<file path="src/rtl/aie_pkg.sv">
// Shared types, constants and codes of the accumulator instruction executor.
package aie_pkg;

  localparam int WORD_BITS = 20;
  localparam int MEM_DEPTH = 64;
  localparam int ADDR_BITS = $clog2(MEM_DEPTH);

  localparam int CMD_BITS     = 5;
  localparam int MODE_BITS    = 2;
  localparam int IN_TDATA_W   = 32;
  localparam int OUT_TDATA_W  = 48;

  typedef logic [WORD_BITS-1:0] word_t;
  typedef logic [ADDR_BITS-1:0] addr_t;

  typedef enum logic [CMD_BITS-1:0] {
    OP_AND  = 5'd0,
    OP_ADD  = 5'd1,
    OP_LDA  = 5'd2,
    OP_STA  = 5'd3,
    OP_ISZ  = 5'd4,
    OP_NAND = 5'd5,
    OP_SWP  = 5'd6,
    OP_MUL  = 5'd7,
    OP_SUB  = 5'd8,
    OP_CLA  = 5'd9,
    OP_CLE  = 5'd10,
    OP_CMA  = 5'd11,
    OP_CME  = 5'd12,
    OP_INC  = 5'd13,
    OP_DEC  = 5'd14,
    OP_SPA  = 5'd15,
    OP_SNA  = 5'd16,
    OP_SZA  = 5'd17,
    OP_SZE  = 5'd18,
    OP_IND  = 5'd19,
    OP_HLT  = 5'd20
  } opcode_t;

  localparam logic [MODE_BITS-1:0] MODE_DIRECT   = 2'd0;
  localparam logic [MODE_BITS-1:0] MODE_INDIRECT = 2'd1;
  localparam logic [MODE_BITS-1:0] MODE_IMM      = 2'd2;

  typedef enum logic [1:0] {
    ST_IDLE,
    ST_RD1,
    ST_RD2
  } state_t;

  // Architectural state and store write produced by one instruction.
  typedef struct packed {
    word_t acc;
    word_t dr;
    word_t tr;
    logic  e;
    logic  skip;
    logic  halt;
    logic  wr_en;
    word_t wr_data;
  } exec_res_t;

endpackage

</file>
<file path="src/rtl/aie_store.sv">
// Word store: synchronous one-read one-write memory with reset-cleared valid bits.
module aie_store
  import aie_pkg::*;
(
  input  logic  clk,
  input  logic  rst_n,
  input  logic  rd_en,
  input  addr_t rd_addr,
  output word_t rd_data,
  input  logic  wr_en,
  input  addr_t wr_addr,
  input  word_t wr_data
);

  word_t store_mem [MEM_DEPTH];
  logic [MEM_DEPTH-1:0] vld_r;
  word_t rd_data_r;
  logic  rd_vld_r;

  always_ff @(posedge clk) begin
    if (wr_en) begin
      store_mem[wr_addr] <= wr_data;
    end
  end

  always_ff @(posedge clk) begin
    if (!rst_n) begin
      vld_r <= '0;
    end else if (wr_en) begin
      vld_r[wr_addr] <= 1'b1;
    end
  end

  // A read of the entry being written in the same cycle returns the new word.
  always_ff @(posedge clk) begin
    if (rd_en) begin
      if (wr_en && (wr_addr == rd_addr)) begin
        rd_data_r <= wr_data;
        rd_vld_r  <= 1'b1;
      end else begin
        rd_data_r <= store_mem[rd_addr];
        rd_vld_r  <= vld_r[rd_addr];
      end
    end
  end

  // Entries never written since reset read as zero.
  assign rd_data = rd_vld_r ? rd_data_r : '0;

endmodule

</file>
<file path="src/rtl/aie_exec.sv">
// Instruction execute logic: next register values, skip test and store write.
module aie_exec
  import aie_pkg::*;
(
  input  logic [CMD_BITS-1:0]  cmd,
  input  logic [MODE_BITS-1:0] mode,
  input  word_t                operand,
  input  word_t                mem_data,
  input  word_t                acc,
  input  word_t                dr,
  input  word_t                tr,
  input  logic                 e,
  input  logic                 halt,
  output exec_res_t            res
);

  logic                   imm;
  word_t                  fetched;
  word_t                  fetched_inc;
  logic [2*WORD_BITS-1:0] prod;

  assign imm         = (mode == MODE_IMM);
  assign fetched     = imm ? operand : mem_data;
  assign fetched_inc = fetched + word_t'(1);
  assign prod        = acc * fetched;

  always_comb begin
    res         = '0;
    res.acc     = acc;
    res.dr      = dr;
    res.tr      = tr;
    res.e       = e;
    res.halt    = halt;
    res.wr_data = acc;
    if (!halt) begin
      unique case (opcode_t'(cmd))
        OP_AND: begin
          res.dr  = fetched;
          res.acc = acc & fetched;
        end
        OP_ADD: begin
          res.dr  = fetched;
          res.acc = acc + fetched;
        end
        OP_LDA: res.acc = fetched;
        OP_STA: res.wr_en = !imm;
        OP_ISZ: begin
          res.dr      = fetched_inc;
          res.wr_en   = !imm;
          res.wr_data = fetched_inc;
          res.skip    = (fetched_inc == '0);
        end
        OP_NAND: begin
          res.dr  = fetched;
          res.acc = ~(acc & fetched);
        end
        OP_SWP: begin
          if (!imm) begin
            res.tr    = acc;
            res.acc   = mem_data;
            res.wr_en = 1'b1;
          end
        end
        OP_MUL: begin
          res.dr  = fetched;
          res.acc = prod[WORD_BITS-1:0];
        end
        OP_SUB: begin
          res.dr  = fetched;
          res.acc = acc - fetched;
        end
        OP_CLA:  res.acc  = '0;
        OP_CLE:  res.e    = 1'b0;
        OP_CMA:  res.acc  = ~acc;
        OP_CME:  res.e    = ~e;
        OP_INC:  res.acc  = acc + word_t'(1);
        OP_DEC:  res.acc  = acc - word_t'(1);
        OP_SPA:  res.skip = ~acc[WORD_BITS-1];
        OP_SNA:  res.skip = acc[WORD_BITS-1];
        OP_SZA:  res.skip = (acc == '0);
        OP_SZE:  res.skip = ~e;
        OP_IND:  res.dr   = dr + word_t'(1);
        OP_HLT:  res.halt = 1'b1;
        default: res.skip = 1'b0;
      endcase
    end
  end

endmodule

</file>
<file path="src/rtl/accumulator_instruction_executor_top.sv">
// Top level of the accumulator instruction executor: sequencer, registers, result stage.
//
//   channel | direction | handshake            | payload
//   in_     | input     | in_tvalid/in_tready   | in_tdata  : cmd, addr_mode, operand
//   out_    | output    | out_tvalid/out_tready | out_tdata : acc, DR, E, skip, halted
//
// An instruction completes in state ST_RD1 (direct, immediate or register operation) or
// in state ST_RD2 (indirect), set by the single synchronous read port of the store: the
// pointer read must return before the operand read can start.
// The next transaction is accepted in the cycle an instruction completes, so direct
// instructions stream at one per cycle unless the output stalls; indirect ones do not.
// Reset clears the registers and the store's valid bits at once; no sweep.
// A result waiting in the output register stalls completion only, not the store read.
module accumulator_instruction_executor_top
  import aie_pkg::*;
(
  input  logic                   clk,
  input  logic                   rst_n,
  input  logic                   in_tvalid,
  output logic                   in_tready,
  // [4:0] cmd, [6:5] addr_mode, [26:7] operand, [31:27] zero
  input  logic [IN_TDATA_W-1:0]  in_tdata,
  output logic                   out_tvalid,
  input  logic                   out_tready,
  // [19:0] acc_value, [39:20] data_reg, [40] extend_bit, [41] skip_next,
  // [42] halted, [47:43] zero
  output logic [OUT_TDATA_W-1:0] out_tdata
);

  state_t state_r, state_nxt;

  logic [CMD_BITS-1:0]  cmd_r;
  logic [MODE_BITS-1:0] mode_r;
  word_t                opnd_r;
  addr_t                ea_r;

  word_t acc_r, dr_r, tr_r;
  logic  e_r, halt_r;

  logic  out_valid_r;
  word_t out_acc_r, out_dr_r;
  logic  out_e_r, out_skip_r, out_halt_r;

  logic      accept, out_free, exec_now, fire;
  logic      rd_en;
  addr_t     rd_addr, wr_addr;
  word_t     mem_data;
  exec_res_t res;

  assign accept   = in_tvalid && in_tready;
  assign out_free = !out_valid_r || out_tready;
  assign exec_now = ((state_r == ST_RD1) && (mode_r != MODE_INDIRECT)) ||
                    (state_r == ST_RD2);
  assign fire     = exec_now && out_free;
  assign in_tready = (state_r == ST_IDLE) || fire;

  // The pointer read of an indirect operand follows the address read directly.
  always_comb begin
    rd_en   = 1'b0;
    rd_addr = in_tdata[7 +: ADDR_BITS];
    if (accept) begin
      rd_en = 1'b1;
    end else if ((state_r == ST_RD1) && (mode_r == MODE_INDIRECT)) begin
      rd_en   = 1'b1;
      rd_addr = mem_data[ADDR_BITS-1:0];
    end
  end

  assign wr_addr = (state_r == ST_RD2) ? ea_r : opnd_r[ADDR_BITS-1:0];

  aie_store u_store (
    .clk     (clk),
    .rst_n   (rst_n),
    .rd_en   (rd_en),
    .rd_addr (rd_addr),
    .rd_data (mem_data),
    .wr_en   (fire && res.wr_en),
    .wr_addr (wr_addr),
    .wr_data (res.wr_data)
  );

  aie_exec u_exec (
    .cmd      (cmd_r),
    .mode     (mode_r),
    .operand  (opnd_r),
    .mem_data (mem_data),
    .acc      (acc_r),
    .dr       (dr_r),
    .tr       (tr_r),
    .e        (e_r),
    .halt     (halt_r),
    .res      (res)
  );

  always_comb begin
    state_nxt = state_r;
    unique case (state_r)
      ST_IDLE: begin
        if (accept) begin
          state_nxt = ST_RD1;
        end
      end
      ST_RD1: begin
        if (mode_r == MODE_INDIRECT) begin
          state_nxt = ST_RD2;
        end else if (fire) begin
          state_nxt = accept ? ST_RD1 : ST_IDLE;
        end
      end
      ST_RD2: begin
        if (fire) begin
          state_nxt = accept ? ST_RD1 : ST_IDLE;
        end
      end
      default: state_nxt = ST_IDLE;
    endcase
  end

  always_ff @(posedge clk) begin
    if (!rst_n) begin
      state_r <= ST_IDLE;
    end else begin
      state_r <= state_nxt;
    end
  end

  always_ff @(posedge clk) begin
    if (accept) begin
      cmd_r  <= in_tdata[4:0];
      mode_r <= in_tdata[6:5];
      opnd_r <= in_tdata[26:7];
    end
    if ((state_r == ST_RD1) && (mode_r == MODE_INDIRECT)) begin
      ea_r <= mem_data[ADDR_BITS-1:0];
    end
  end

  always_ff @(posedge clk) begin
    if (!rst_n) begin
      acc_r  <= '0;
      dr_r   <= '0;
      tr_r   <= '0;
      e_r    <= 1'b0;
      halt_r <= 1'b0;
    end else if (fire) begin
      acc_r  <= res.acc;
      dr_r   <= res.dr;
      tr_r   <= res.tr;
      e_r    <= res.e;
      halt_r <= res.halt;
    end
  end

  always_ff @(posedge clk) begin
    if (!rst_n) begin
      out_valid_r <= 1'b0;
    end else if (fire) begin
      out_valid_r <= 1'b1;
    end else if (out_tready) begin
      out_valid_r <= 1'b0;
    end
  end

  always_ff @(posedge clk) begin
    if (fire) begin
      out_acc_r  <= res.acc;
      out_dr_r   <= res.dr;
      out_e_r    <= res.e;
      out_skip_r <= res.skip;
      out_halt_r <= res.halt;
    end
  end

  assign out_tvalid = out_valid_r;
  assign out_tdata  = {5'd0, out_halt_r, out_skip_r, out_e_r, out_dr_r, out_acc_r};

endmodule

</file>
<file path="config.mk">
export PLATFORM = sky130hd
export DESIGN_NAME = accumulator_instruction_executor_top
export DESIGN_NICKNAME = d
export VERILOG_FILES = /design/src/rtl/aie_pkg.sv /design/src/rtl/aie_store.sv /design/src/rtl/aie_exec.sv /design/src/rtl/accumulator_instruction_executor_top.sv
export SDC_FILE = /design/constraint.sdc
export NUM_CORES = 2
export LEC_CHECK = 0
export ABC_CLOCK_PERIOD_IN_PS = 15310
export BUFFER_PORTS_ARGS = -buffer_cell sky130_fd_sc_hd__clkbuf_2
export CAP_MARGIN = 15
export CORE_ASPECT_RATIO = 1.25
export CORE_MARGIN = 3
export CORE_UTILIZATION = 30
export CTS_CLUSTER_DIAMETER = 30
export DETAILED_ROUTE_END_ITERATION = 10
export SYNTH_ARGS = -nofsm -noshare
export SYNTH_HDL_FRONTEND = slang
export SYNTH_SLANG_ARGS = --single-unit
</file>
<file path="constraint.sdc">
create_clock -name clk -period 15.31 [get_ports clk]
set_input_delay 0.7655 -clock clk [delete_from_list [all_inputs] [get_ports clk]]
set_output_delay 0.7655 -clock clk [all_outputs]
set_load 0.02 [all_outputs]
</file>
---- Yosys cells after proc, flatten, opt, wreduce, memory -nomap -nowiden ----
Memories as Yosys holds them, arrays and structs flattened. A register that Yosys moved wholly into a read port is not among the register bits.
Index checks and enable logic that the tools add are counted.
Widths: inputs -> output; s select.
storage, ports and cells
  memories kept ........................... 1
  bits of input ports ..................... 36
  word-level logic and storage cells ...... 116
  bits in registers ....................... 206
  bits in writable memories ............... 1280
operators by class
  muxes and demuxes ....................... 32
  eq/ne operators ......................... 27
  bitwise logic cells ..................... 8
  reduce and logical (&&, ||, !) cells .... 20
  multipliers ............................. 1
  $add $sub $neg .......................... 6
  order comparisons ....................... 3
memory list
  name               depth  width  rd ports  clocked after memory_dff  wr ports  line             source
  u_store.store_mem  64     20     1         1                         1         aie_store.sv:15  word_t store_mem [MEM_DEPTH];
operators by type and width
  operator               number
  $pmux 20 s11           1
  $mux 20                6
  $mux 84                1
  $or 64x64->64          1
  $add 20x1->20 const B  3
  $pmux 20 s3            1
  $eq 5x4->1 const B     8
  $logic_not 20->1       2
  $not 20->20            2
  $eq 5x5->1 const B     5
  $add 20x20->20         1
  $and 20x20->20         1
  $eq 5x3->1 const B     4
  $mul 20x20->20         1
  $sub 20x1->20 const B  1
  $sub 20x20->20         1
  $mux 6                 3
  $lt 6x7->1 const B     2
  $mux 1                 11
  $eq 5x2->1 const B     2
  $logic_and 1x1->1      7
  $bmux 1 s6             1
  $demux 1 s6            1
  $eq 6x6->1             1
  other kinds (19)       30

---- Longest topological paths before layout ----
  depth after elaboration ................. 10
  gate-level depth with buffers ........... 31
  depth with buffers taken out ............ 27

---- By module ----
From an unflattened synthesis, not the netlist that was laid out.
second synthesis, totals
  cell total of the unflattened synthesis .. 5056
  area, all modules ....................... 71394.7 um^2
modules (own cells, without submodules)
  module                                cells an instance  times used  area an instance (um^2)  seq. area each (um^2)
  aie_store                             2813               1           53067.1                  40348.7
  aie_exec                              1598               1           11473.5                  0.0
  accumulator_instruction_executor_top  645                1           6854.1                   3583.4

---- Least setup slack after synthesis ----
OpenSTA, ideal clock, no wires.
  path type ............................... register -> register
  start ................................... register mode_r[1]
  end ..................................... register out_acc_r[16] (data pin)
  buffers on the path ..................... 4
  data arrival time ....................... 7.200 ns
  setup time .............................. 0.279 ns
  path slack .............................. 7.832 ns
  cell stages (with the launch flop) ...... 29
  data required time ...................... 15.031 ns
  cell sequence ........................... edfxtp_1 -> nor2b_1 -> buf_6 -> buf_6 -> o21ai_4 -> clkbuf_1 -> clkbuf_1 -> nand2_1 -> fa_1 -> inv_1 -> fa_1 -> inv_1 -> fa_1 -> inv_1 -> fa_1 -> ha_1 -> fa_1 -> inv_1 -> fa_1 -> inv_1 -> ha_1 -> a21o_1 -> a21oi_1 -> or4b_2 -> a31oi_1 -> o21bai_1 -> mux2i_1 -> a2111oi_0 -> a21oi_1
RTL lines
  element                   line                                         source
  start: declaration        accumulator_instruction_executor_top.sv:33   logic [MODE_BITS-1:0] mode_r;
  start signal: assignment  accumulator_instruction_executor_top.sv:130  mode_r <= in_tdata[6:5];
  end signal: assignment    accumulator_instruction_executor_top.sv:166  out_acc_r <= res.acc;
  end: declaration          accumulator_instruction_executor_top.sv:41   word_t out_acc_r, out_dr_r;

==> impl_metrics.py <==
metrics = {
    "layout": {
        "syn2layout_area_growth_pct": 20.0,
        "post_route_cells_drive_above_1_share_pct": 12.8,
        "seqCellArea_sq_um": 43500,
        "fillCellCount": 22338,
        "layout_common_cells": "1633 x nand2_1, 1377 x edfxtp_1, 517 x nand3_1, 305 x clkbuf_16, 259 x nor2_1",
        "finalNetCount": 6571,
        "final_common_cell": "nand2_1",
        "multi_input_area_sq_um": 24200,
    },
    "logic_synthesis": {
        "yosys_register_bits": 1486,
        "synth-edff-count": 1377,
        "postSynthCellCount": 6206,
        "synthArstFlopShare_pct": 0,
        "synth_compound_area_share_pct": 8.51,
        "synth_top_family_by_area": "simple AND/OR/NAND/NOR gates",
        "ys_types": 91,
        "synth-simple-area-share_pct": 18.1,
        "yosysWarnings": 0,
        "yosysSeqAreaShare_pct": 62.3,
        "synth_mux_area_share_pct": 0.686,
        "ys.flop_type": "edfxtp_1",
        "synth-xor-area-share_pct": 1.09,
        "syn_area_sq_um": 69900,
        "avgSynthCellArea_sq_um": 11.3,
        "synthAdderAreaFrac_pct": 5.58,
    },
    "sta": {
        "tightest_slew_ps": 1180,
        "rsz0062_at_grt": "no",
        "slew_headroom_pct": 21.0,
        "maxSlewViolCount": 0,
        "hold_viol": 0,
        "period_minus_slack_ps": 8510,
        "max_clock_freq_ghz": 0.117,
        "setup-tns-final_ps": 0,
        "hold_ws_ps": 65.5,
        "fin_crit_sh_pct": 55.6,
        "finalSetupViolCount": 0,
        "finalClockSkew_ps": 73.0,
    },
    "place": {
        "dp_hpwl_microns": 130000,
        "portBuffers": 75,
        "gp_congestion": 0.941,
    },
    "clock_tree": {
        "cts_tree": "built",
        "ctsResizeCount": 0,
        "numCtsBuffers": 297,
        "path_clk_slew_ps": 50,
        "insertion_delay_ps": 920,
        "htreeDepth": 5,
        "cts_hold_buffers": 0,
        "cts_setup_buffers": 0,
        "clock_sinks": 1486,
        "cts_buffer_depth": 4,
        "clk_root_buffer_cell": "clkbuf_16",
    },
    "floorplan": {
        "die_height_microns": 546,
        "start_util_pct": 30.2,
        "fp.dieW_microns": 438,
        "io_pins": 86,
        "die_area_sq_um": 239000,
        "rows": 197,
        "coreArea_sq_um": 231000,
    },
    "detailed_routing": {
        "drc": 0,
        "wirelength_microns": 224000,
        "first_pass_iters": 6,
        "wl_per_cell_microns": 23.3,
        "initialDrtViolationCount": 5232,
        "vias": 50769,
        "drtAntennaViolNets": 0,
        "routed_via_density": 5.28,
    },
    "global_routing": {
        "grt_usage_pct": 18.2,
        "grt_pass1_wl_microns": 327000,
        "antenna_found_initial": 9,
        "grt_pass1_vias": 49366,
        "grt.overflow.total": 0,
        "grt_max_degree": 166,
    },
    "worst_setup_path": {
        "path_class": "reg -> reg",
        "r2r_end": "out_acc_r[16]",
        "reg2reg_from": "mode_r[0]",
        "worstRegToRegCells": 24,
        "required_ps": 15890,
        "worstSetupEndpointType": "register",
        "crit_path_start_kind": "register",
        "cp_data_arrival_time_ps": 9090,
        "ff2ff_setup_slack_ps": 6800,
        "crit_fanout": 19,
    },
    "min_path": {
        "holdPathStages": 1,
        "min_to": "opnd_r[8]",
        "hold_class": "in -> reg",
        "hold_start": "in_tdata[15]",
    },
    "power": {
        "p_leak_nw": 30.5,
        "vdd_drop_max_mv": 0.0993,
        "power.density_nw_per_um2": 140,
    },
    "run": {
        "maxCapViolCount": 0,
    },
    "status": {
        "status": "complete, no violations",
    },
}
==> worst max-delay path, cell delays in order, from the launching register on <==
cell       delay [ps]
edfxtp_1          580
nand2b_1          170
buf_4             300
mux2_2            610
and2_1            280
fa_1              480
fa_1              570
inv_1              50
fa_1              480
inv_1              50
fa_1              460
ha_1              310
fa_1              490
inv_1              50
fa_1              470
inv_1              40
ha_1              330
a21o_1            200
a21oi_1           170
or4b_2            630
a31oi_1           310
o21bai_1          170
mux2i_1           140
a2111oi_0         680
a21oi_1           170
==> routing by layer <==
layer / vias up / global-route usage (%) / part of all wire, %
li1: 22505 / - / -
met1: 25375 / 22.1 / 38
met2: 2334 / 30.5 / 49
met3: 551 / 3.68 / 7.8
met4: 4 / 9.15 / 5.2
met5: - / 0 / 0.012
==> report_power, final <==
part	internal, mW	total [mW]	switching, mW
clock	4.19	6.29	2.10
combinational	0.261	0.983	0.721
sequential	4.46	4.48	0.0211
==> sequential cells by signal (all words and copies together) (netlist names) <==
name	cells
state_r	2
acc_r	20
out_tvalid	1
u_store.rd_vld_r	1
cmd_r	5
halt_r	1
out_skip_r	1
u_store.vld_r	64
dr_r	20
out_e_r	1
e_r	1
u_store.store_mem	1280
out_dr_r	20
mode_r	2
out_acc_r	20
out_halt_r	1
u_store.rd_data_r	20
opnd_r	20
ea_r	6
==> area by class of cell <==
type / count / area share [%]
flip-flops and latches: 1486 / 51.9
repair buffers: 232 / 1.99
clock inverters: 173 / 2.32
inverters: 223 / 0.999
clock buffers: 340 / 9.29
diodes: 5 / 0.0149
multi-input cells: 4066 / 28.9
well taps: 3084 / 4.60
==> how the worst max path moves through the flow <==
stage	depth (start not counted)	startpoint	to	slack, ps
floorplan	28	mode_r[1]	out_acc_r[16]	7830
global route	24	mode_r[0]	out_acc_r[16]	6350
global placement	23	u_store.rd_vld_r	out_acc_r[16]	6930
CTS	24	mode_r[0]	out_acc_r[16]	6810
detailed placement	24	mode_r[0]	out_acc_r[16]	6860
finish	24	mode_r[0]	out_acc_r[16]	6800
==> cells by family after synthesis <==
logic type | count (synthesis)
buffers and inverters | 658
AO/OA/AOI/OAI | 809
AND/OR/NAND/NOR | 2897
other | 1
multiplexers | 44
flip-flops | 1486
XOR/XNOR | 82
adder cells (fa/ha/maj) | 229
==> cell usage after synthesis (36+ instances only) <==
| master | number | share of area (%) |
|---|---|---|
| dfxtp_1 | 109 | 3.1 |
| and2_1 | 82 | 0.73 |
| and3_1 | 167 | 1.5 |
| clkbuf_1 | 255 | 1.4 |
| a311o_1 | 62 | 0.89 |
| nor2_1 | 324 | 1.7 |
| buf_2 | 95 | 0.68 |
| buf_1 | 70 | 0.38 |
| xnor2_1 | 62 | 0.78 |
| a31oi_1 | 91 | 0.81 |
| inv_1 | 218 | 1.2 |
| a211oi_1 | 36 | 0.39 |
| nand2_1 | 1640 | 8.8 |
| fa_1 | 138 | 4.0 |
| nor3_1 | 39 | 0.28 |
| edfxtp_1 | 1377 | 59 |
| o21ai_0 | 115 | 0.82 |
| ha_1 | 91 | 1.6 |
| a311oi_1 | 195 | 2.4 |
| nand3_1 | 517 | 3.7 |
| a21oi_1 | 108 | 0.77 |
==> stage by stage <==
stage | cells | util [%] | area (sq um) | worst slack (ps) | power [mW]
2_1_floorplan | 6210 | - | 69900 | 7830 | 5.13
3_3_place_gp | 9085 | 32.0 | 74100 | 6930 | 5.51
3_5_place_dp | 9087 | 32.0 | 74100 | 6860 | 5.52
4_1_cts | 9600 | 36.3 | 83800 | 6810 | 11.8
5_1_grt | 9605 | 36.3 | 83900 | 6350 | 12.1
6_report | 9609 | 36.3 | 83900 | 6800 | 11.8
(Power assumes the default switching activity.)
